--- src/mmd_pkg.sv ---
// package: operation codes, states and shared types
package mmd_pkg;
   localparam int unsigned DataWidth = 64;
   localparam int unsigned OpWidth = 4;
   localparam int unsigned AddrWidth = 2;
   localparam int unsigned CsrWidth = 32;
   localparam logic [AddrWidth-1:0] RegDwordEnable = 2'd0;

   typedef enum logic [OpWidth-1:0] {
      OP_MULT = 4'd0, OP_MULTU = 4'd1, OP_DIV = 4'd2, OP_DIVU = 4'd3,
      OP_DMULT = 4'd4, OP_DMULTU = 4'd5, OP_DDIV = 4'd6, OP_DDIVU = 4'd7,
      OP_MFHI = 4'd8, OP_MFLO = 4'd9, OP_MTHI = 4'd10, OP_MTLO = 4'd11
   } op_type;

   typedef enum logic [3:0] {
      ST_IDLE = 4'b0001, ST_RUN = 4'b0010, ST_FIX = 4'b0100, ST_OUT = 4'b1000
   } state_type;

   // control from sequencer to the shared shift/add unit
   typedef struct packed {
      logic load;
      logic step;
      logic mul;
   } ctl_type;

   function automatic logic [DataWidth-1:0] sext32(input logic [DataWidth-1:0] x);
      sext32 = {{32{x[31]}}, x[31:0]};
   endfunction
endpackage

--- src/mmd_if.sv ---
// handshake channel interfaces
interface mmd_req_if;
   import mmd_pkg::*;
   logic valid;
   logic ready;
   logic [OpWidth-1:0] req_type;
   logic [DataWidth-1:0] operand_a;
   logic [DataWidth-1:0] operand_b;
   modport source(output valid, req_type, operand_a, operand_b, input ready);
   modport sink(input valid, req_type, operand_a, operand_b, output ready);
endinterface

interface mmd_rsp_if;
   import mmd_pkg::*;
   logic valid;
   logic ready;
   logic [DataWidth-1:0] lo_value;
   logic [DataWidth-1:0] hi_value;
   logic [DataWidth-1:0] read_value;
   logic reserved_fault;
   modport source(output valid, lo_value, hi_value, read_value, reserved_fault,
                  input ready);
   modport sink(input valid, lo_value, hi_value, read_value, reserved_fault,
                output ready);
endinterface

--- src/mmd_shift_unit.sv ---
// shared shift/add unit: radix-2 unsigned multiply or restoring divide step
module mmd_shift_unit (
   input  logic                         clock,
   input  mmd_pkg::ctl_type             ctl,
   input  logic [mmd_pkg::DataWidth-1:0] load_a,
   input  logic [mmd_pkg::DataWidth-1:0] load_b,
   output logic [mmd_pkg::DataWidth-1:0] acc_hi,
   output logic [mmd_pkg::DataWidth-1:0] acc_lo
);
   import mmd_pkg::*;
   logic [DataWidth-1:0] hi_ff, hi_in, lo_ff, lo_in, b_ff;
   logic [DataWidth:0] sum, diff;

   always_comb begin
      sum = {1'b0, hi_ff} + {1'b0, (lo_ff[0] ? b_ff : '0)};
      diff = {hi_ff, lo_ff[DataWidth-1]} - {1'b0, b_ff};
      hi_in = hi_ff;
      lo_in = lo_ff;
      if (ctl.load) begin
         hi_in = '0;
         lo_in = load_a;
      end else if (ctl.step && ctl.mul) begin
         hi_in = sum[DataWidth:1];
         lo_in = {sum[0], lo_ff[DataWidth-1:1]};
      end else if (ctl.step) begin
         if (!diff[DataWidth]) begin
            hi_in = diff[DataWidth-1:0];
            lo_in = {lo_ff[DataWidth-2:0], 1'b1};
         end else begin
            hi_in = {hi_ff[DataWidth-2:0], lo_ff[DataWidth-1]};
            lo_in = {lo_ff[DataWidth-2:0], 1'b0};
         end
      end
   end

   always_ff @(posedge clock) begin
      hi_ff <= hi_in;
      lo_ff <= lo_in;
      if (ctl.load) b_ff <= load_b;
   end

   assign acc_hi = hi_ff;
   assign acc_lo = lo_ff;
endmodule

--- src/mips_mul_div_hilo_unit.sv ---
// top level: multiply/divide unit with hi/lo registers and apb config port
// moves and faults go straight to the result beat; multiplies and divides take
// 64 steps of the shared shift/add unit plus load, sign fix and output
// throughput: one item at a time, next accepted after the result beat is taken
// reset: hi and lo cleared, dword_enable set, no result pending
module mips_mul_div_hilo_unit (
   input  logic                                clock,
   input  logic                                reset,
   mmd_req_if.sink                             req,
   mmd_rsp_if.source                           rsp,
   input  logic                                csr_psel,
   input  logic                                csr_penable,
   input  logic                                csr_pwrite,
   input  logic [mmd_pkg::AddrWidth-1:0]       csr_paddr,
   input  logic [mmd_pkg::CsrWidth-1:0]        csr_pwdata,
   output logic [mmd_pkg::CsrWidth-1:0]        csr_prdata,
   output logic                                csr_pready
);
   import mmd_pkg::*;
   localparam int unsigned CntWidth = $clog2(DataWidth);

   state_type state_ff, state_in;
   logic dw_ff;
   logic [DataWidth-1:0] hi_ff, lo_ff, hi_in, lo_in, rd_ff, rd_in;
   logic flt_ff, flt_in;
   logic [OpWidth-1:0] op_ff;
   logic [DataWidth-1:0] a_ff, b_ff;
   logic neg_q_ff, neg_r_ff, neg_p_ff;
   logic [CntWidth-1:0] cnt_ff;
   ctl_type ctl;
   logic [DataWidth-1:0] ua, ub, acc_hi, acc_lo;
   logic [DataWidth-1:0] ra, rb, sb;
   logic acc;
   logic [2*DataWidth-1:0] prod;
   logic [DataWidth-1:0] q, r;

   assign csr_pready = 1'b1;
   assign csr_prdata = (csr_paddr == RegDwordEnable) ? CsrWidth'(dw_ff) : '0;

   assign acc = req.valid && req.ready;
   assign req.ready = (state_ff == ST_IDLE);
   assign rsp.valid = (state_ff == ST_OUT);
   assign rsp.lo_value = lo_ff;
   assign rsp.hi_value = hi_ff;
   assign rsp.read_value = rd_ff;
   assign rsp.reserved_fault = flt_ff;

   // operand conditioning into unsigned magnitudes
   always_comb begin
      ra = req.operand_a;
      rb = req.operand_b;
      sb = {{29{rb[34]}}, rb[34:0]};
      ua = ra;
      ub = rb;
      unique case (req.req_type)
         OP_MULT:   begin ua = ra[63] ? -ra : ra; ub = sb[63] ? -sb : sb; end
         OP_MULTU:  begin ua = {32'd0, ra[31:0]}; ub = {32'd0, rb[31:0]}; end
         OP_DIV:    begin ua = sext32(ra); ua = ua[63] ? -ua : ua;
                          ub = rb[63] ? -rb : rb; end
         OP_DIVU:   begin ua = {32'd0, ra[31:0]}; ub = {32'd0, rb[31:0]}; end
         OP_DMULT, OP_DDIV: begin ua = ra[63] ? -ra : ra; ub = rb[63] ? -rb : rb; end
         default: ;
      endcase
   end

   mmd_shift_unit u_shift (
      .clock(clock), .ctl(ctl), .load_a(ua), .load_b(ub),
      .acc_hi(acc_hi), .acc_lo(acc_lo)
   );

   always_comb begin
      ctl.load = acc;
      ctl.step = (state_ff == ST_RUN);
      ctl.mul = (op_ff == OP_MULT) || (op_ff == OP_MULTU) || (op_ff == OP_DMULT)
                || (op_ff == OP_DMULTU);
   end

   always_comb begin
      prod = {acc_hi, acc_lo};
      if (neg_p_ff) prod = -prod;
      q = neg_q_ff ? -acc_lo : acc_lo;
      r = neg_r_ff ? -acc_hi : acc_hi;
   end

   always_comb begin
      state_in = state_ff;
      hi_in = hi_ff;
      lo_in = lo_ff;
      rd_in = rd_ff;
      flt_in = flt_ff;
      unique case (state_ff)
         ST_IDLE: if (acc) begin
            rd_in = '0;
            flt_in = 1'b0;
            state_in = ST_OUT;
            priority if (req.req_type[3:2] == 2'b01 && !dw_ff) begin
               flt_in = 1'b1;
            end else if (req.req_type == OP_MFHI) begin
               rd_in = hi_ff;
            end else if (req.req_type == OP_MFLO) begin
               rd_in = lo_ff;
            end else if (req.req_type == OP_MTHI) begin
               hi_in = req.operand_a;
            end else if (req.req_type == OP_MTLO) begin
               lo_in = req.operand_a;
            end else if (req.req_type[3] == 1'b0) begin
               state_in = ST_RUN;
            end else begin
               state_in = ST_OUT;
            end
         end
         ST_RUN: if (cnt_ff == '1) state_in = ST_FIX;
         ST_FIX: begin
            state_in = ST_OUT;
            unique case (op_ff)
               OP_MULT, OP_MULTU: begin
                  lo_in = sext32(prod[63:0]);
                  hi_in = sext32({32'd0, prod[63:32]});
               end
               OP_DMULT, OP_DMULTU: begin
                  lo_in = prod[63:0];
                  hi_in = prod[127:64];
               end
               OP_DIV: begin
                  if (b_ff == '0) begin
                     lo_in = a_ff[63] ? 64'd1 : '1;
                     hi_in = a_ff;
                  end else begin
                     lo_in = sext32(q);
                     hi_in = sext32(r);
                  end
               end
               OP_DIVU: begin
                  if (b_ff[31:0] == '0) begin
                     lo_in = '1;
                     hi_in = sext32(a_ff);
                  end else begin
                     lo_in = sext32(q);
                     hi_in = sext32(r);
                  end
               end
               OP_DDIV: begin
                  if (b_ff == '0) begin
                     lo_in = a_ff[63] ? 64'd1 : '1;
                     hi_in = a_ff;
                  end else begin
                     lo_in = q;
                     hi_in = r;
                  end
               end
               OP_DDIVU: begin
                  if (b_ff == '0) begin
                     lo_in = '1;
                     hi_in = a_ff;
                  end else begin
                     lo_in = q;
                     hi_in = r;
                  end
               end
               default: ;
            endcase
         end
         ST_OUT: if (rsp.ready) state_in = ST_IDLE;
         default: state_in = ST_IDLE;
      endcase
   end

   always_ff @(posedge clock) begin
      if (reset) begin
         state_ff <= ST_IDLE;
         hi_ff <= '0;
         lo_ff <= '0;
         dw_ff <= 1'b1;
         cnt_ff <= '0;
      end else begin
         state_ff <= state_in;
         hi_ff <= hi_in;
         lo_ff <= lo_in;
         if (csr_psel && csr_penable && csr_pwrite && csr_pready
             && csr_paddr == RegDwordEnable) dw_ff <= csr_pwdata[0];
         cnt_ff <= (state_ff == ST_RUN) ? cnt_ff + 1'b1 : '0;
      end
   end

   always_ff @(posedge clock) begin
      rd_ff <= rd_in;
      flt_ff <= flt_in;
      if (acc) begin
         op_ff <= req.req_type;
         a_ff <= req.operand_a;
         b_ff <= req.operand_b;
         neg_p_ff <= (req.req_type == OP_MULT) ? (ra[63] ^ sb[63])
                     : (req.req_type == OP_DMULT) ? (ra[63] ^ rb[63]) : 1'b0;
         neg_q_ff <= (req.req_type == OP_DIV) ? (ra[31] ^ rb[63])
                     : (req.req_type == OP_DDIV) ? (ra[63] ^ rb[63]) : 1'b0;
         neg_r_ff <= (req.req_type == OP_DIV) ? ra[31]
                     : (req.req_type == OP_DDIV) ? ra[63] : 1'b0;
      end
   end
endmodule

--- src/flat_wrapper.sv ---
// flat-port wrapper written by rule: the top's interface ports become plain ports
module mips_mul_div_hilo_unit_flat import mmd_pkg::*;
  (clock, reset, csr_psel, csr_penable, csr_pwrite, csr_paddr, csr_pwdata, csr_prdata, csr_pready, req_valid, req_req_type, req_operand_a, req_operand_b, req_ready, rsp_valid, rsp_lo_value, rsp_hi_value, rsp_read_value, rsp_reserved_fault, rsp_ready);
  mmd_req_if req_i ();
  mmd_rsp_if rsp_i ();
  input  logic clock;
  input  logic reset;
  input  logic csr_psel;
  input  logic csr_penable;
  input  logic csr_pwrite;
  input  logic [mmd_pkg::AddrWidth-1:0] csr_paddr;
  input  logic [mmd_pkg::CsrWidth-1:0] csr_pwdata;
  output logic [mmd_pkg::CsrWidth-1:0] csr_prdata;
  output logic csr_pready;
  input wire logic [$bits(req_i.valid)-1:0] req_valid;
  input wire logic [$bits(req_i.req_type)-1:0] req_req_type;
  input wire logic [$bits(req_i.operand_a)-1:0] req_operand_a;
  input wire logic [$bits(req_i.operand_b)-1:0] req_operand_b;
  output wire logic [$bits(req_i.ready)-1:0] req_ready;
  output wire logic [$bits(rsp_i.valid)-1:0] rsp_valid;
  output wire logic [$bits(rsp_i.lo_value)-1:0] rsp_lo_value;
  output wire logic [$bits(rsp_i.hi_value)-1:0] rsp_hi_value;
  output wire logic [$bits(rsp_i.read_value)-1:0] rsp_read_value;
  output wire logic [$bits(rsp_i.reserved_fault)-1:0] rsp_reserved_fault;
  input wire logic [$bits(rsp_i.ready)-1:0] rsp_ready;
  assign req_i.valid = req_valid;
  assign req_i.req_type = req_req_type;
  assign req_i.operand_a = req_operand_a;
  assign req_i.operand_b = req_operand_b;
  assign req_ready = req_i.ready;
  assign rsp_valid = rsp_i.valid;
  assign rsp_lo_value = rsp_i.lo_value;
  assign rsp_hi_value = rsp_i.hi_value;
  assign rsp_read_value = rsp_i.read_value;
  assign rsp_reserved_fault = rsp_i.reserved_fault;
  assign rsp_i.ready = rsp_ready;
  mips_mul_div_hilo_unit u_core (.clock(clock), .reset(reset), .req(req_i), .rsp(rsp_i), .csr_psel(csr_psel), .csr_penable(csr_penable), .csr_pwrite(csr_pwrite), .csr_paddr(csr_paddr), .csr_pwdata(csr_pwdata), .csr_prdata(csr_prdata), .csr_pready(csr_pready));
endmodule
--- config.mk ---
export PLATFORM = sky130hd
export DESIGN_NAME = mips_mul_div_hilo_unit_flat
export DESIGN_NICKNAME = d
export VERILOG_FILES = /design/src/mmd_pkg.sv /design/src/mmd_if.sv /design/src/mmd_shift_unit.sv /design/src/mips_mul_div_hilo_unit.sv /design/src/flat_wrapper.sv
export SDC_FILE = /design/constraint.sdc
export NUM_CORES = 2
export LEC_CHECK = 0
export BUFFER_PORTS_ARGS = -buffer_cell sky130_fd_sc_hd__buf_2
export CAP_MARGIN = 20
export CORE_ASPECT_RATIO = 1.75
export CORE_UTILIZATION = 51
export CTS_BUF_LIST = sky130_fd_sc_hd__clkbuf_4
export DETAILED_ROUTE_END_ITERATION = 10
export GPL_ROUTABILITY_DRIVEN = 0
export PLACE_DENSITY = 0.71
export SYNTH_ARGS = -nofsm -noshare
export SYNTH_HDL_FRONTEND = slang
export SYNTH_SLANG_ARGS = --single-unit
--- constraint.sdc ---
create_clock -name clock -period 26.3 [get_ports clock]
set_input_delay 2.63 -clock clock [delete_from_list [all_inputs] [get_ports clock]]
set_output_delay 2.63 -clock clock [all_outputs]
set_load 0.02 [all_outputs]
==> results.md <==
- Status: finished clean
- H-tree levels: 3
- Worst path max stage delay: between 1000 and 1500 ps
- Critical path endpoint category: flop
- Final Hold Viols: 0
- Hold Path End: u_core.cnt_ff[0]
- Worst R2R Setup Slack: 19410 ps
- Cts bufs inserted: 120
- Area of the core: about 78000 µm²
- FF-to-FF path depth: 11
- Layout cells sized above 1: 14.39%
- Most frequent cells in the layout: nand2_1, a21oi_1, nor2_1
- Yosys top cell by area: edfxtp_1
- Worst Tran Pin Value: 1446 ps
- Die Span Y: ~370 µm
- Multi-input combinational cell area: ~24000 µm²
- Top FF cell, synth: edfxtp_1
- Top delay family on crit path: simple AND/OR/NAND/NOR gates
- Mean post-synth cell area: about 8.1 µm²
- Mapped Area: about 40000 µm²
- CP Class: flop to flop
- Via/cell ratio: around 6.7
- Area delta synth->final: 10.12%
- Number of port buffers: 337
- Post-route DRC: 0
- FMAX: 145.2 MHz
- Final Util: a little under three fifths
- Global route overflow: 0
- Clock Path Buffers: 3
- Startpoint Class: flop
- Wire length of the first global-routing pass: 249200 µm
- Number of detailed-route iterations in the first pass: 6
- DP Wirelength: approximately 120000 µm
- Drt initial violations: between 4k and 5k
- Crit Reg-Reg Startpoint: u_core.u_shift.acc_lo[0]
- Routed vias: ~42k
- Clock Tree Root: clkbuf_4
- Final Max Slew Viols: 0
- Fill count: between 7k and 8k
- Post-DR wirelength/cell: roughly 27 µm
- Buf/Inv on CP: 1
- Post-cts gate resize count: 0
- Critical Path RT: ~27000 ps
- RSZ-0062 raised after global routing: no
- Synth cell types: 95
- CTS tree: yes
- Setup-failing EPs final: 0
- Most common cell after layout, fill and taps aside: nand2_1
- Number of enable flip-flop cells after synthesis: 328
- Leakage power: ~18 nW
- Int Pwr: 0.001682 W
- Clk_lat worst skew: approximately 1100 ps
- Initial antenna violation count: 24
- Starting Density: just over 50%
- I/O Pins: approximately 400
- Register share of total power: between 30 and 40%
- Clock Skew: 61.10 ps
- Antenna-violating nets left: 0
- Combinational share of power: a little over a third
- Setup tns final: 0 ps
- Final #Nets: roughly 5.4k
- GRT Resource Usage Total: 42.48%
- Worst hold stages: 1
- Hold-fix buffer count after cts: 0
- Largest net degree at the start of global routing: 89
- Relative slew slack: between 3 and 4%
- Final Critical Period: about 7000 ps
- Die X: 213.8 µm
- Min-delay src: u_core.cnt_ff[0]
- Slowest CP cell: nor4_1
- Min-delay worst type: flop to flop
- Clock power frac: around a quarter
- Clock Sinks: approximately 530
- Max_cap viols: 0
- R2r endpoint: u_core.rsp.hi_value[6]
- Clk slew on worst S/H paths: about 70 ps
- Drt total wl: around 170000 µm
- Yosys warns: 0
- Net Sw Frac: between 40 and 50%
- Final worst-path cycle share: 26.19%
- Cells after synthesis: between 4k and 5k
- Sequential area share after synthesis: between 30% and 40%
- Post-CTS Setup Bufs: 0
- Area contributors post-synth: edfxtp_1, dfxtp_1, a21oi_1
- NetSw: 0.001170 W
- Register bit count reported by yosys: 531
- Share of the synthesized area in the top cell type: approximately 25%
- PD cells: 64.69 nW/µm²
- Synth async-reset ratio: 0%
- Crit-path cells: inv_2 > ha_1 > nor4b_1 > nand4_1 > nor4_1 > nand4_1 > o21ai_0 > xor2_1 > o221ai_1 > o211ai_1 > a21oi_1
- Maximum VDD drop: approximately 0.037 mV
- Vias in the first global route: ~39k
- Row cnt: 135
- Register area: 13910 µm²
- WP data arrival: between 7000 and 8000 ps
- Crit Path Max Fanout: 28
- Die area: about 80000 µm²
- Crit path top cell by count: nand4_1
[area by class of cell]
| cell class | instances | area share [%] |
|---|---|---|
| multi-input cells | 3846 | 54.70 |
| clock buffers | 174 | 2.963 |
| inverters | 149 | 1.286 |
| well taps | 1027 | 2.914 |
| clock inverters | 53 | 0.8854 |
| repair buffers | 439 | 5.585 |
| flip-flops and latches | 531 | 31.56 |
| diodes | 19 | 0.1078 |
[cell families (layout without fill, tap and decap cells)]
family	Yosys count	after routing	synth area share, %
buffers and inverters	571	815	5.690
xor gates and xnor gates	411	411	8.990
and+or+nand+nor	1550	1550	18.18
DFF	531	531	34.75
AOI/OAI and AO/OA	1643	1643	26.16
muxes	72	72	1.859
other	2	51	0.01876
adders and majority gates	138	138	4.350
[worst register-to-register path, cell delays in order, from the launching register on]
cell,delay [ps]
edfxtp_1,690
inv_2,610
ha_1,350
nor4b_1,840
nand4_1,520
nor4_1,1210
nand4_1,830
o21ai_0,470
xor2_1,170
o221ai_1,740
o211ai_1,210
a21oi_1,170
[routing by layer]
| layer | up-vias | share of wire, % | global-route usage, % |
|---|---|---|---|
| li1 | 18530 | - | - |
| met4 | 14 | 11 | 39.08 |
| met5 | - | 0.048 | 0 |
| met3 | 881 | 12 | 13.50 |
| met2 | 2972 | 45 | 66.18 |
| met1 | 19370 | 32 | 45.12 |
[flip-flops by register name (all words and copies together) (netlist names), 4 cells and up]
signal,flops
u_core.u_shift.acc_hi,64
u_core.u_shift.b_ff,64
u_core.a_ff,64
u_core.b_ff,64
u_core.rsp.read_value,64
u_core.u_shift.acc_lo,64
u_core.op_ff,4
u_core.cnt_ff,6
u_core.rsp.hi_value,64
u_core.rsp.lo_value,64
u_core.state_ff,4
[metrics by stage]
| step | total power [W] | instance area, µm² | instances | hold WS (ps) | setup WS, ps |
|---|---|---|---|---|---|
| global placement | 0.002052 | 42290 | 5988 | 428.1 | 19680 |
| detailed placement | 0.002067 | 42310 | 5989 | 434.7 | 19650 |
| floorplan | 0.001755 | 40150 | 4948 | 417.5 | 15200 |
| finish | 0.002852 | 44090 | 6238 | 449.0 | 19410 |
| global route | 0.002963 | 44070 | 6232 | 486.5 | 19190 |
| CTS | 0.002795 | 44000 | 6216 | 447.7 | 19850 |
[worst max-delay path by stage]
| stage | startpoint | end | slack (ps) | depth (start not counted) |
|---|---|---|---|---|
| floorplan | req_valid | u_core.a_ff[0] | 15200 | 4 |
| global placement | req_operand_b[14] | u_core.u_shift.b_ff[63] | 19680 | 11 |
| detailed placement | req_operand_b[14] | u_core.u_shift.b_ff[63] | 19650 | 11 |
| CTS | u_core.u_shift.acc_hi[0] | u_core.u_shift.acc_hi[53] | 19850 | 15 |
| global route | u_core.u_shift.acc_hi[0] | u_core.u_shift.acc_hi[53] | 19190 | 15 |
| finish | u_core.u_shift.acc_lo[0] | u_core.rsp.hi_value[6] | 19410 | 11 |
[cell usage after synthesis, types with 56 or more instances]
cell type  instances
or3_1             70
clkbuf_1         359
xnor2_1          199
dfxtp_1          203
o21ai_0          284
a21o_1            77
nor4_1            65
nand2_1          529
inv_1            146
nand4_1           57
nand3_1           57
o22ai_1          102
a31oi_1           90
nor3_1           106
nor2_1           441
edfxtp_1         328
o21ai_1           56
a21oi_1          475
ha_1             136
a22o_1            73
o31ai_1           87
o211ai_1          59
xor2_1           212
[power by group through the flow]
stage | Combinational (W) | Clock (W) | Sequential, W
after floorplan | 0.000614 | 0 | 0.00114
after global placement | 0.000927 | 0 | 0.00113
after detailed placement | 0.000940 | 0 | 0.00113
after CTS | 0.000943 | 0.000743 | 0.00111
after global routing | 0.00106 | 0.000780 | 0.00113
final | 0.000994 | 0.000740 | 0.00112
No activity file was read; power rests on OpenSTA's default activity.
